===== src/rtl/median_of_recent_block_times_defines.svh =====
// assertion macros for the block timestamp median block
// used by the top level only, no other dependencies
`ifndef MEDIAN_OF_RECENT_BLOCK_TIMES_DEFINES_SVH
`define MEDIAN_OF_RECENT_BLOCK_TIMES_DEFINES_SVH

// check in the same cycle
`define MRBT_ASSERT_NOW(label, clk, rst_n, ante, cons, msg) \
  label: assert property (@(posedge clk) disable iff (!rst_n) (ante) |-> (cons)) \
    else $error(msg);

// check in the next cycle
`define MRBT_ASSERT_NEXT(label, clk, rst_n, ante, cons, msg) \
  label: assert property (@(posedge clk) disable iff (!rst_n) (ante) |=> (cons)) \
    else $error(msg);

`endif


===== src/rtl/mrbt_pkg.sv =====
// shared constants and controller command type for the timestamp median block
// no dependencies
package mrbt_pkg;

  localparam int WINDOW_DEF = 11;
  localparam int TIME_W     = 32;

  // controller to datapath commands
  typedef struct packed {
    logic load_in;   // capture input item
    logic remove;    // restart window or drop oldest entry
    logic insert;    // place new timestamp in sorted order
    logic load_out;  // register the median
  } mrbt_cmd_t;

endpackage


===== src/rtl/mrbt_ctrl.sv =====
// sequencer for the timestamp median block: remove, insert, emit per item
// depends on mrbt_pkg
module mrbt_ctrl (
  input  logic              clk,
  input  logic              rst_n,
  input  logic              in_tvalid,
  output logic              in_tready,
  output logic              out_tvalid,
  input  logic              out_tready,
  output mrbt_pkg::mrbt_cmd_t cmd
);
  import mrbt_pkg::*;

  localparam logic [1:0] S_IDLE   = 2'd0;
  localparam logic [1:0] S_REMOVE = 2'd1;
  localparam logic [1:0] S_INSERT = 2'd2;
  localparam logic [1:0] S_EMIT   = 2'd3;

  logic [1:0] state_r, state_nxt;
  logic       out_valid_r, out_valid_nxt;
  logic       out_free;

  assign in_tready  = (state_r == S_IDLE);
  assign out_tvalid = out_valid_r;
  assign out_free   = !out_valid_r || out_tready;

  always_comb begin
    state_nxt = state_r;
    cmd       = '0;
    case (state_r)
      S_IDLE: begin
        if (in_tvalid) begin
          cmd.load_in = 1'b1;
          state_nxt   = S_REMOVE;
        end
      end
      S_REMOVE: begin
        cmd.remove = 1'b1;
        state_nxt  = S_INSERT;
      end
      S_INSERT: begin
        cmd.insert = 1'b1;
        state_nxt  = S_EMIT;
      end
      S_EMIT: begin
        // wait here until the output register is free
        if (out_free) begin
          cmd.load_out = 1'b1;
          state_nxt    = S_IDLE;
        end
      end
      default: state_nxt = S_IDLE;
    endcase
  end

  always_comb begin
    if (cmd.load_out) begin
      out_valid_nxt = 1'b1;
    end else if (out_tready) begin
      out_valid_nxt = 1'b0;
    end else begin
      out_valid_nxt = out_valid_r;
    end
  end

  always_ff @(posedge clk) begin
    if (!rst_n) begin
      state_r     <= S_IDLE;
      out_valid_r <= 1'b0;
    end else begin
      state_r     <= state_nxt;
      out_valid_r <= out_valid_nxt;
    end
  end

endmodule


===== src/rtl/mrbt_dp.sv =====
// datapath: age-ordered shift line, sorted copy of the window, median register
// depends on mrbt_pkg
module mrbt_dp #(
  parameter int WINDOW = mrbt_pkg::WINDOW_DEF,
  parameter int CNT_W  = $clog2(WINDOW + 1)
) (
  input  logic                        clk,
  input  logic                        rst_n,
  input  mrbt_pkg::mrbt_cmd_t         cmd,
  input  logic [mrbt_pkg::TIME_W-1:0] block_time,
  input  logic                        chain_start,
  output logic [mrbt_pkg::TIME_W-1:0] median_time,
  output logic [CNT_W-1:0]            held_cnt
);
  import mrbt_pkg::*;

  localparam int IDX_W = (WINDOW > 1) ? $clog2(WINDOW) : 1;

  logic [TIME_W-1:0] age_r    [WINDOW];
  logic [TIME_W-1:0] age_nxt  [WINDOW];
  logic [TIME_W-1:0] sort_r   [WINDOW];
  logic [TIME_W-1:0] sort_nxt [WINDOW];
  logic [TIME_W-1:0] time_r;
  logic              start_r;
  logic [TIME_W-1:0] med_r;
  logic [CNT_W-1:0]  cnt_r, cnt_nxt;
  logic [WINDOW-1:0] hit;
  logic [WINDOW-1:0] seen;
  logic [WINDOW-1:0] le;
  logic [IDX_W-1:0]  med_idx;
  logic              full;

  assign full        = (cnt_r == CNT_W'(WINDOW));
  assign med_idx     = IDX_W'(cnt_r >> 1);
  assign median_time = med_r;
  assign held_cnt    = cnt_r;

  // oldest value matches and prefix of matches, for removal; entries not above the new value, for insertion
  always_comb begin
    for (int i = 0; i < WINDOW; i++) begin
      hit[i] = (sort_r[i] == age_r[WINDOW-1]);
    end
    for (int i = 0; i < WINDOW; i++) begin
      seen[i] = |(hit & ({WINDOW{1'b1}} >> (WINDOW - 1 - i)));
    end
    for (int i = 0; i < WINDOW; i++) begin
      le[i] = (CNT_W'(i) < cnt_r) && (sort_r[i] <= time_r);
    end
  end

  always_comb begin
    cnt_nxt = cnt_r;
    for (int i = 0; i < WINDOW; i++) begin
      sort_nxt[i] = sort_r[i];
      age_nxt[i]  = age_r[i];
    end
    if (cmd.remove) begin
      if (start_r) begin
        cnt_nxt = '0;
      end else if (full) begin
        // close the gap left by the first copy of the oldest value
        for (int i = 0; i < WINDOW - 1; i++) begin
          if (seen[i]) begin
            sort_nxt[i] = sort_r[i+1];
          end
        end
        cnt_nxt = cnt_r - CNT_W'(1);
      end
    end else if (cmd.insert) begin
      sort_nxt[0] = le[0] ? sort_r[0] : time_r;
      for (int i = 1; i < WINDOW; i++) begin
        if (le[i]) begin
          sort_nxt[i] = sort_r[i];
        end else if (le[i-1]) begin
          sort_nxt[i] = time_r;
        end else begin
          sort_nxt[i] = sort_r[i-1];
        end
      end
      age_nxt[0] = time_r;
      for (int i = 1; i < WINDOW; i++) begin
        age_nxt[i] = age_r[i-1];
      end
      cnt_nxt = cnt_r + CNT_W'(1);
    end
  end

  always_ff @(posedge clk) begin
    if (!rst_n) begin
      cnt_r <= '0;
    end else begin
      cnt_r <= cnt_nxt;
    end
  end

  always_ff @(posedge clk) begin
    for (int i = 0; i < WINDOW; i++) begin
      sort_r[i] <= sort_nxt[i];
      age_r[i]  <= age_nxt[i];
    end
    if (cmd.load_in) begin
      time_r  <= block_time;
      start_r <= chain_start;
    end
    if (cmd.load_out) begin
      med_r <= sort_r[med_idx];
    end
  end

endmodule


===== src/rtl/median_of_recent_block_times.sv =====
// median of the last WINDOW block timestamps, upper median for even counts
// after an input transfer the controller steps through its remove, insert and emit states;
// out_tvalid is registered once emit finds the output free, and no new item is taken until
// emit is done; in_tready is high only while the controller is idle
// reset (rst_n low, synchronous) empties the window and drops any pending result
module median_of_recent_block_times #(
  parameter int WINDOW = mrbt_pkg::WINDOW_DEF
) (
  input  logic                        clk,
  input  logic                        rst_n,
  input  logic                        in_tvalid,
  output logic                        in_tready,
  input  logic [mrbt_pkg::TIME_W-1:0] in_tdata,   // block_time
  input  logic                        in_tuser,   // chain_start
  output logic                        out_tvalid,
  input  logic                        out_tready,
  output logic [mrbt_pkg::TIME_W-1:0] out_tdata   // median_time
);
  import mrbt_pkg::*;
  `include "median_of_recent_block_times_defines.svh"

  localparam int CNT_W = $clog2(WINDOW + 1);

  mrbt_cmd_t        cmd;
  logic [CNT_W-1:0] held_cnt;

  mrbt_ctrl u_ctrl (
    .clk        (clk),
    .rst_n      (rst_n),
    .in_tvalid  (in_tvalid),
    .in_tready  (in_tready),
    .out_tvalid (out_tvalid),
    .out_tready (out_tready),
    .cmd        (cmd)
  );

  mrbt_dp #(
    .WINDOW (WINDOW),
    .CNT_W  (CNT_W)
  ) u_dp (
    .clk         (clk),
    .rst_n       (rst_n),
    .cmd         (cmd),
    .block_time  (in_tdata),
    .chain_start (in_tuser),
    .median_time (out_tdata),
    .held_cnt    (held_cnt)
  );

  `MRBT_ASSERT_NEXT(a_one_at_a_time, clk, rst_n, in_tvalid && in_tready, !in_tready, "second transfer taken while busy")
  `MRBT_ASSERT_NOW(a_cnt_range, clk, rst_n, 1'b1, held_cnt <= CNT_W'(WINDOW), "held count beyond window")
  `MRBT_ASSERT_NOW(a_result_nonempty, clk, rst_n, $rose(out_tvalid), held_cnt != '0, "result from empty window")
  `MRBT_ASSERT_NOW(a_single_cmd, clk, rst_n, 1'b1, $onehot0(cmd), "overlapping controller commands")

endmodule

===== config.mk =====
export PLATFORM = sky130hd
export DESIGN_NAME = median_of_recent_block_times
export DESIGN_NICKNAME = d
export VERILOG_FILES = /design/src/rtl/mrbt_pkg.sv /design/src/rtl/mrbt_ctrl.sv /design/src/rtl/mrbt_dp.sv /design/src/rtl/median_of_recent_block_times.sv
export VERILOG_INCLUDE_DIRS = /design/src /design/src/rtl
export SDC_FILE = /design/constraint.sdc
export NUM_CORES = 2
export LEC_CHECK = 0
export BUFFER_PORTS_ARGS = -buffer_cell sky130_fd_sc_hd__buf_2
export CAP_MARGIN = 15
export CORE_AREA = 4 4 265 267
export CTS_CLUSTER_DIAMETER = 60
export DETAILED_ROUTE_END_ITERATION = 10
export DIE_AREA = 0 0 269 271
export PLACE_DENSITY = 0.81
export SYNTH_ARGS = -nofsm -noshare
export SYNTH_HDL_FRONTEND = slang
export SYNTH_SLANG_ARGS = --single-unit

===== constraint.sdc =====
create_clock -name clk -period 20.6 [get_ports clk]
set_input_delay 4.12 -clock clk [delete_from_list [all_inputs] [get_ports clk]]
set_output_delay 4.12 -clock clk [all_outputs]
set_load 0.02 [all_outputs]

== Yosys cells after proc, flatten, opt, wreduce, memory -nomap -nowiden ==
Memory sizes are Yosys's and may differ from the RTL's. A register that Yosys moved wholly into a read port is not among the register bits.
Index checks and enable logic that the tools add are counted.

* Logic and storage cells: 128
* Memories kept: 2
* Flip-flop bits (word level): 40
* Bits of input ports: 37
* Output and inout port bits: 34
* Bits in writable memories: 704

* Reductions and logical operators: 27
* Equality and inequality tests: 17
* Magnitude comparators: 22
* $add $sub $neg: 2
* Muxes and demuxes: 53

{| class="wikitable"
|+ Memory list
! name !! words !! bits a word !! read ports !! clocked after Yosys merged registers in !! write ports !! RTL line !! source
|-
| u_dp.age_r || 11 || 32 || 11 || 0 || 11 || mrbt_dp.sv:19 || <nowiki>logic [TIME_W-1:0] age_r [WINDOW];</nowiki>
|-
| u_dp.sort_r || 11 || 32 || 12 || 1 || 11 || mrbt_dp.sv:21 || <nowiki>logic [TIME_W-1:0] sort_r [WINDOW];</nowiki>
|}

{| class="wikitable"
|+ Operators by type and width
! operator !! count
|-
| two-way mux 352 bit || 3
|-
| two-way mux 32 bit || 32
|-
| two-way mux 320 bit || 3
|-
| less-or-equal comparator 32 bit || 11
|-
| == test 32 bit || 10
|-
| < comparator 3 x 4 -> 1 bit (first input constant) || 4
|-
| two-way mux 4 bit || 4
|-
| < comparator 4 bit (first input constant) || 3
|-
| logical AND 1 bit || 11
|-
| OR reduction 10 bit || 1
|-
| OR reduction 9 bit || 1
|-
| < comparator 1 x 4 -> 1 bit (first input constant) || 2
|-
| < comparator 2 x 4 -> 1 bit (first input constant) || 2
|-
| two-way mux 1 bit || 8
|-
| case mux 2 bit (4 select lines) || 1
|-
| OR reduction 8 bit || 1
|-
| OR reduction 7 bit || 1
|-
| OR reduction 6 bit || 1
|-
| OR reduction 5 bit || 1
|-
| adder 4 x 1 -> 4 bit (second input constant) || 1
|-
| == test 2 bit (second input constant) || 2
|-
| == test 4 bit (second input constant) || 1
|-
| two-way mux 2 bit || 2
|-
| AND reduction 2 bit || 2
|-
| 12 further kinds || 13
|}

== Depth between registers and ports, before layout ==
An unclocked memory read counts as a cell.

* Word-level depth: 7
* Mapped depth: 14
* Gate-level depth less buffers: 9

== Hierarchy ==
A second synthesis with hierarchy kept.

* Cells, all modules: 3578
* Area total of the unflattened synthesis: 44794.2 um^2

{| class="wikitable"
|+ By module, submodules not included
! module !! area each (um^2) !! instances !! cells an instance
|-
| mrbt_dp || 44585.3 || 1 || 3556
|-
| mrbt_ctrl || 209.0 || 1 || 22
|}

== Least setup slack after synthesis ==
Ideal clock, no wire load.

* Path type: register -> register
* Start: reg, netlist name u_ctrl.state_r[0]
* End: mem u_dp.sort_r[10][0] (enable)
* Data arrival time: 11.088 ns
* Data required time: 20.206 ns
* Path buffers: 1
* Slack: 9.118 ns
* Clock period less this slack: 11.482 ns
* Stages on the path, launching flop included: 7
* Setup time: 0.394 ns
* Cells stage by stage: dfxtp_1 -> inv_1 -> ha_1 -> nand2_1 -> clkbuf_1 -> a21oi_1 -> o31a_1

{| class="wikitable"
|+ RTL lines
! item !! RTL line
|-
| to (decl) || mrbt_dp.sv:21
|}

== Final worst setup path ==
* Start: reg u_ctrl.state_r[0]
* End: out in_tready

* Longest elaborated chain between the ends: 1

{| class="wikitable"
|+ Ends and longest elaborated chain
! item !! RTL line !! source
|-
| from (decl) || mrbt_ctrl.sv:19 || <nowiki>logic [1:0] state_r, state_nxt;</nowiki>
|-
| from (signal assigned) || mrbt_ctrl.sv:71 || <nowiki>state_r <= state_nxt;</nowiki>
|-
| logical NOT 2 bit || mrbt_ctrl.sv:23 || <nowiki>assign in_tready = (state_r == S_IDLE);</nowiki>
|-
| to (decl) || median_of_recent_block_times.sv:12 || <nowiki>output logic in_tready,</nowiki>
|}

No other way between the ends.

==> summary.txt <==
Timing
  • Fin Clk Skew: 0.0507 ns
  • Crit path time final: 5.74 ns
  • Fmax: 174 MHz
  • Period Utilization, post-route: 0.279
  • Slew @ Worst Pin: 1.18 ns
  • Final hold vios: 0
  • Final WS setup: 14.86 ns
  • Slew HR: 0.211
  • Post-route setup TNS: 0 ns
  • RSZ-0062 raised after global routing: false
  • # setup viols final: 0
  • Max-slew violations: 0

Global route
  • Remaining Overflow, GRT: 0
  • Global-route wire length before repair: 196 mm
  • Largest net degree at the start of global routing: 175
  • Initial antenna violation count: 4
  • Vias in the first global route: 30100
  • GRT Util Overall: 0.364

Critical path
  • CP max-delay cell: dfxtp_1
  • Top cell family by delay on the critical path: flip-flops
  • Worst path bufs/invs: 2
  • FF-to-FF setup slack: 15.63 ns
  • CP required: 16.48 ns
  • Critical path arrival: 1.62 ns
  • Worst-path fanout max: 4
  • Reg2Reg Capture Point: u_dp.sort_r[10][25]$_DFFE_PP_
  • Startpoint types: flop
  • WS Path Type: reg -> out
  • Reg-to-reg startpoint: u_dp.time_r[25]$_DFFE_PP_
  • Worst setup EP type: output pin
  • Reg2reg path depth: 8
  • Crit-path cells: inv_1, ha_1, buf_2
  • Slowest stage delay, CP: 0.42 ns

Finish
  • Area taken by multi-input logic gates: 19600 um2
  • Commonest non-fill, non-tap cell in the layout: edfxtp_1
  • FF/Latch Area: 23200 um2
  • Share of cells above drive strength 1: 0.110
  • Final #Nets: 3999
  • Fill cell count: 4770
  • Most frequent cells in the layout: 769 x edfxtp_1, 481 x nand2_1, 357 x ha_1, 293 x o21ai_0, 292 x mux2i_1
  • Synth-to-Final Area Change: 9.69%

CTS
  • Num Clock Sinks: 776
  • CTS buffer count: 85
  • Bufs on Longest Clock Path: 3
  • TritonCTS clock tree: done
  • Clock H-tree levels: 3
  • Postcts setup bufs: 0
  • Clk slew on worst S/H paths: 0.06 ns
  • Post-CTS Hold Fix Bufs: 0
  • Root Buffer: clkbuf_16
  • # resized after CTS: 0
  • Clock latency on the worst-skew pair: 0.66 ns

Hold path
  • Hold path endpoint: u_dp.age_r[1][19]$_DFFE_PP_
  • Worst hold path class: reg -> reg
  • Hold Crit Depth: 0
  • Hold_sp: u_dp.age_r[0][19]$_DFFE_PP_

Pwr
  • Max IR drop VDD: 217 uV
  • Power per Cell Area: 184 nW/um2
  • Pleak: 16.7 nW

Synthesis
  • Mapped Area: 43800 um2
  • Main combinational cell family by area after synthesis: multiplexers
  • Avg Inst Size Synth: 12.3 um2
  • Post-Syn Nets: 3948
  • Commonest register cell after synthesis: edfxtp_1
  • Flops & latches, synth: 776
  • Post-Synth Simple-Gate Area: 0.0874
  • Yosys cell types: 60
  • Xor and xnor fraction of the mapped netlist area: 0.0642
  • Mapped Cells: 3552
  • Post-synthesis adder-cell area fraction: 0.103
  • Synth Warn #: 0
  • Seq/Total Area, Yosys: 0.530
  • Async SR Flop Fraction: 0
  • Mux share of post-synthesis cell area: 0.108
  • Post-synth EDFFs: 769
  • Complex-gate fraction of the synthesized area: 0.0814

Detailed routing
  • Drt wl/cell: 29.6 um
  • Routed Antenna Nets: 0
  • Drt initial violations: 5104
  • Vias per cell: 6.98
  • Vias: 31800
  • DRT Pass-1 Iters: 11
  • WL final: 135 mm
  • # DRC: 2

Die
  • Die Span X: 269 um
  • Ports: 71
  • Core area: 68100 um2
  • Core Rows: 96
  • Die area: 72900 um2
  • Die Y-Extent: 271 um
  • Starting Density: 0.643

Run
  • Max Cap Violations: 0

Placed design
  • Post-DP HPWL: 95.2 mm
  • Final GP Congestion: 1.01
  • Place WS: 15.00 ns
  • Buffers on Ports: 70

Outcome
  • Status: complete, but fails checks
  • Failing checks: design-rule violations
-- synthesized netlist by cell type (4+ instances only) --
cell       instances  area (um2)
mux2_2            32         360
o211ai_1           7        52.6
nand2b_1           7        43.8
xor2_1           129        1130
inv_1             65         244
nand3b_1           5        37.5
clkbuf_1         117         439
nand4_1          135         845
a2111oi_0          6        52.6
a21o_1            20         150
buf_1              9        33.8
nor2b_1           18         113
dfxtp_1            7         140
a21oi_1          146         731
a221o_1            4        40.0
buf_4             13        97.6
xnor2_1          192        1680
o21ai_1           68         340
nor4_1            56         350
o22ai_1           16         100
a31oi_1            4        25.0
mux2i_1          292        2920
o2bb2ai_1          4        35.0
o21ai_0          293        1470
buf_6             11         124
mux4_2            64        1440
a221oi_1          18         158
nand3_1           41         205
nand2_1          482        1810
a21boi_0           6        45.0
o21a_1             8        60.1
buf_2             41         205
a211oi_1           5        37.5
edfxtp_1         769       23100
nor3_1            12        60.1
or4_1             10        75.1
ha_1             359        4490
o31a_1             5        43.8
nor2_1            36         135
a211o_1            7        61.3
-- worst max path at each step --
stage / from / endpoint / slack [ns] / cells past startpoint
finish: u_ctrl.state_r[0]$_SDFFE_PN0P_ / in_tready / 14.86 / 3
global route: u_ctrl.state_r[0]$_SDFFE_PN0P_ / in_tready / 14.79 / 3
CTS: u_ctrl.state_r[0]$_SDFFE_PN0P_ / in_tready / 14.83 / 3
detailed placement: out_tready / u_dp.median_time[17]$_DFFE_PP_ / 15.00 / 3
global placement: out_tready / u_dp.median_time[29]$_DFFE_PP_ / 15.07 / 3
floorplan: u_ctrl.state_r[0]$_SDFFE_PN0P_ / u_dp.sort_r[10][0]$_DFFE_PP_ / 9.12 / 6
-- logic make-up (layout without fill, tap and decap cells) --
family                     Yosys count  after routing
and+or+nand+nor                    819            819
adders and majority gates          359            359
buffers and inverters              257            374
AOI/OAI and AO/OA                  632            632
muxes                              388            388
DFF                                776            776
xor gates and xnor gates           321            321
other                                0              1
-- registers in the layout, summed over array words and instances (netlist names) --
register / flops
u_dp.time_r: 32
u_dp.start_r: 1
u_ctrl.out_tvalid: 1
u_ctrl.state_r: 2
u_dp.age_r: 352
u_dp.sort_r: 352
u_dp.held_cnt: 4
u_dp.median_time: 32
-- power breakdown --
| part | total [W] | internal, W | leakage [nW] | switching, W |
|---|---|---|---|---|
| Sequential | 0.00352 | 0.00271 | 7.23 | 0.000807 |
| Combinational | 0.00379 | 0.00137 | 8.13 | 0.00243 |
| Clock | 0.00154 | 0.000885 | 1.34 | 0.000652 |
-- routing by layer --
metal / vias up / wire (um) / global-route usage
li1: 13500 / - / -
met1: 15300 / 50900 / 0.503
met2: 2423 / 58800 / 0.536
met3: 494 / 18000 / 0.114
met4: 6 / 7180 / 0.154
met5: - / 49 / 0
-- layout make-up --
| cell class | count | share of cell area |
|---|---|---|
| diodes | 1 | 0.0000521 |
| clock buffers | 98 | 0.0457 |
| clock inverters | 55 | 0.0122 |
| inverters | 66 | 0.00516 |
| multi-input cells | 2519 | 0.408 |
| flip-flops and latches | 776 | 0.484 |
| well taps | 882 | 0.0230 |
| repair buffers | 155 | 0.0219 |
-- metrics by stage --
step	total power, W	cell area, um2	std cells	utilization	hold slack, ns
2_1_floorplan	0.00571	43800	3552	-	0.400
3_3_place_gp	0.00695	45200	4395	0.663	0.401
3_5_place_dp	0.00707	45200	4395	0.663	0.405
4_1_cts	0.00864	48000	4548	0.704	0.395
5_1_grt	0.00920	48000	4551	0.705	0.404
6_report	0.00885	48000	4552	0.705	0.392
(Power assumes the default switching activity.)
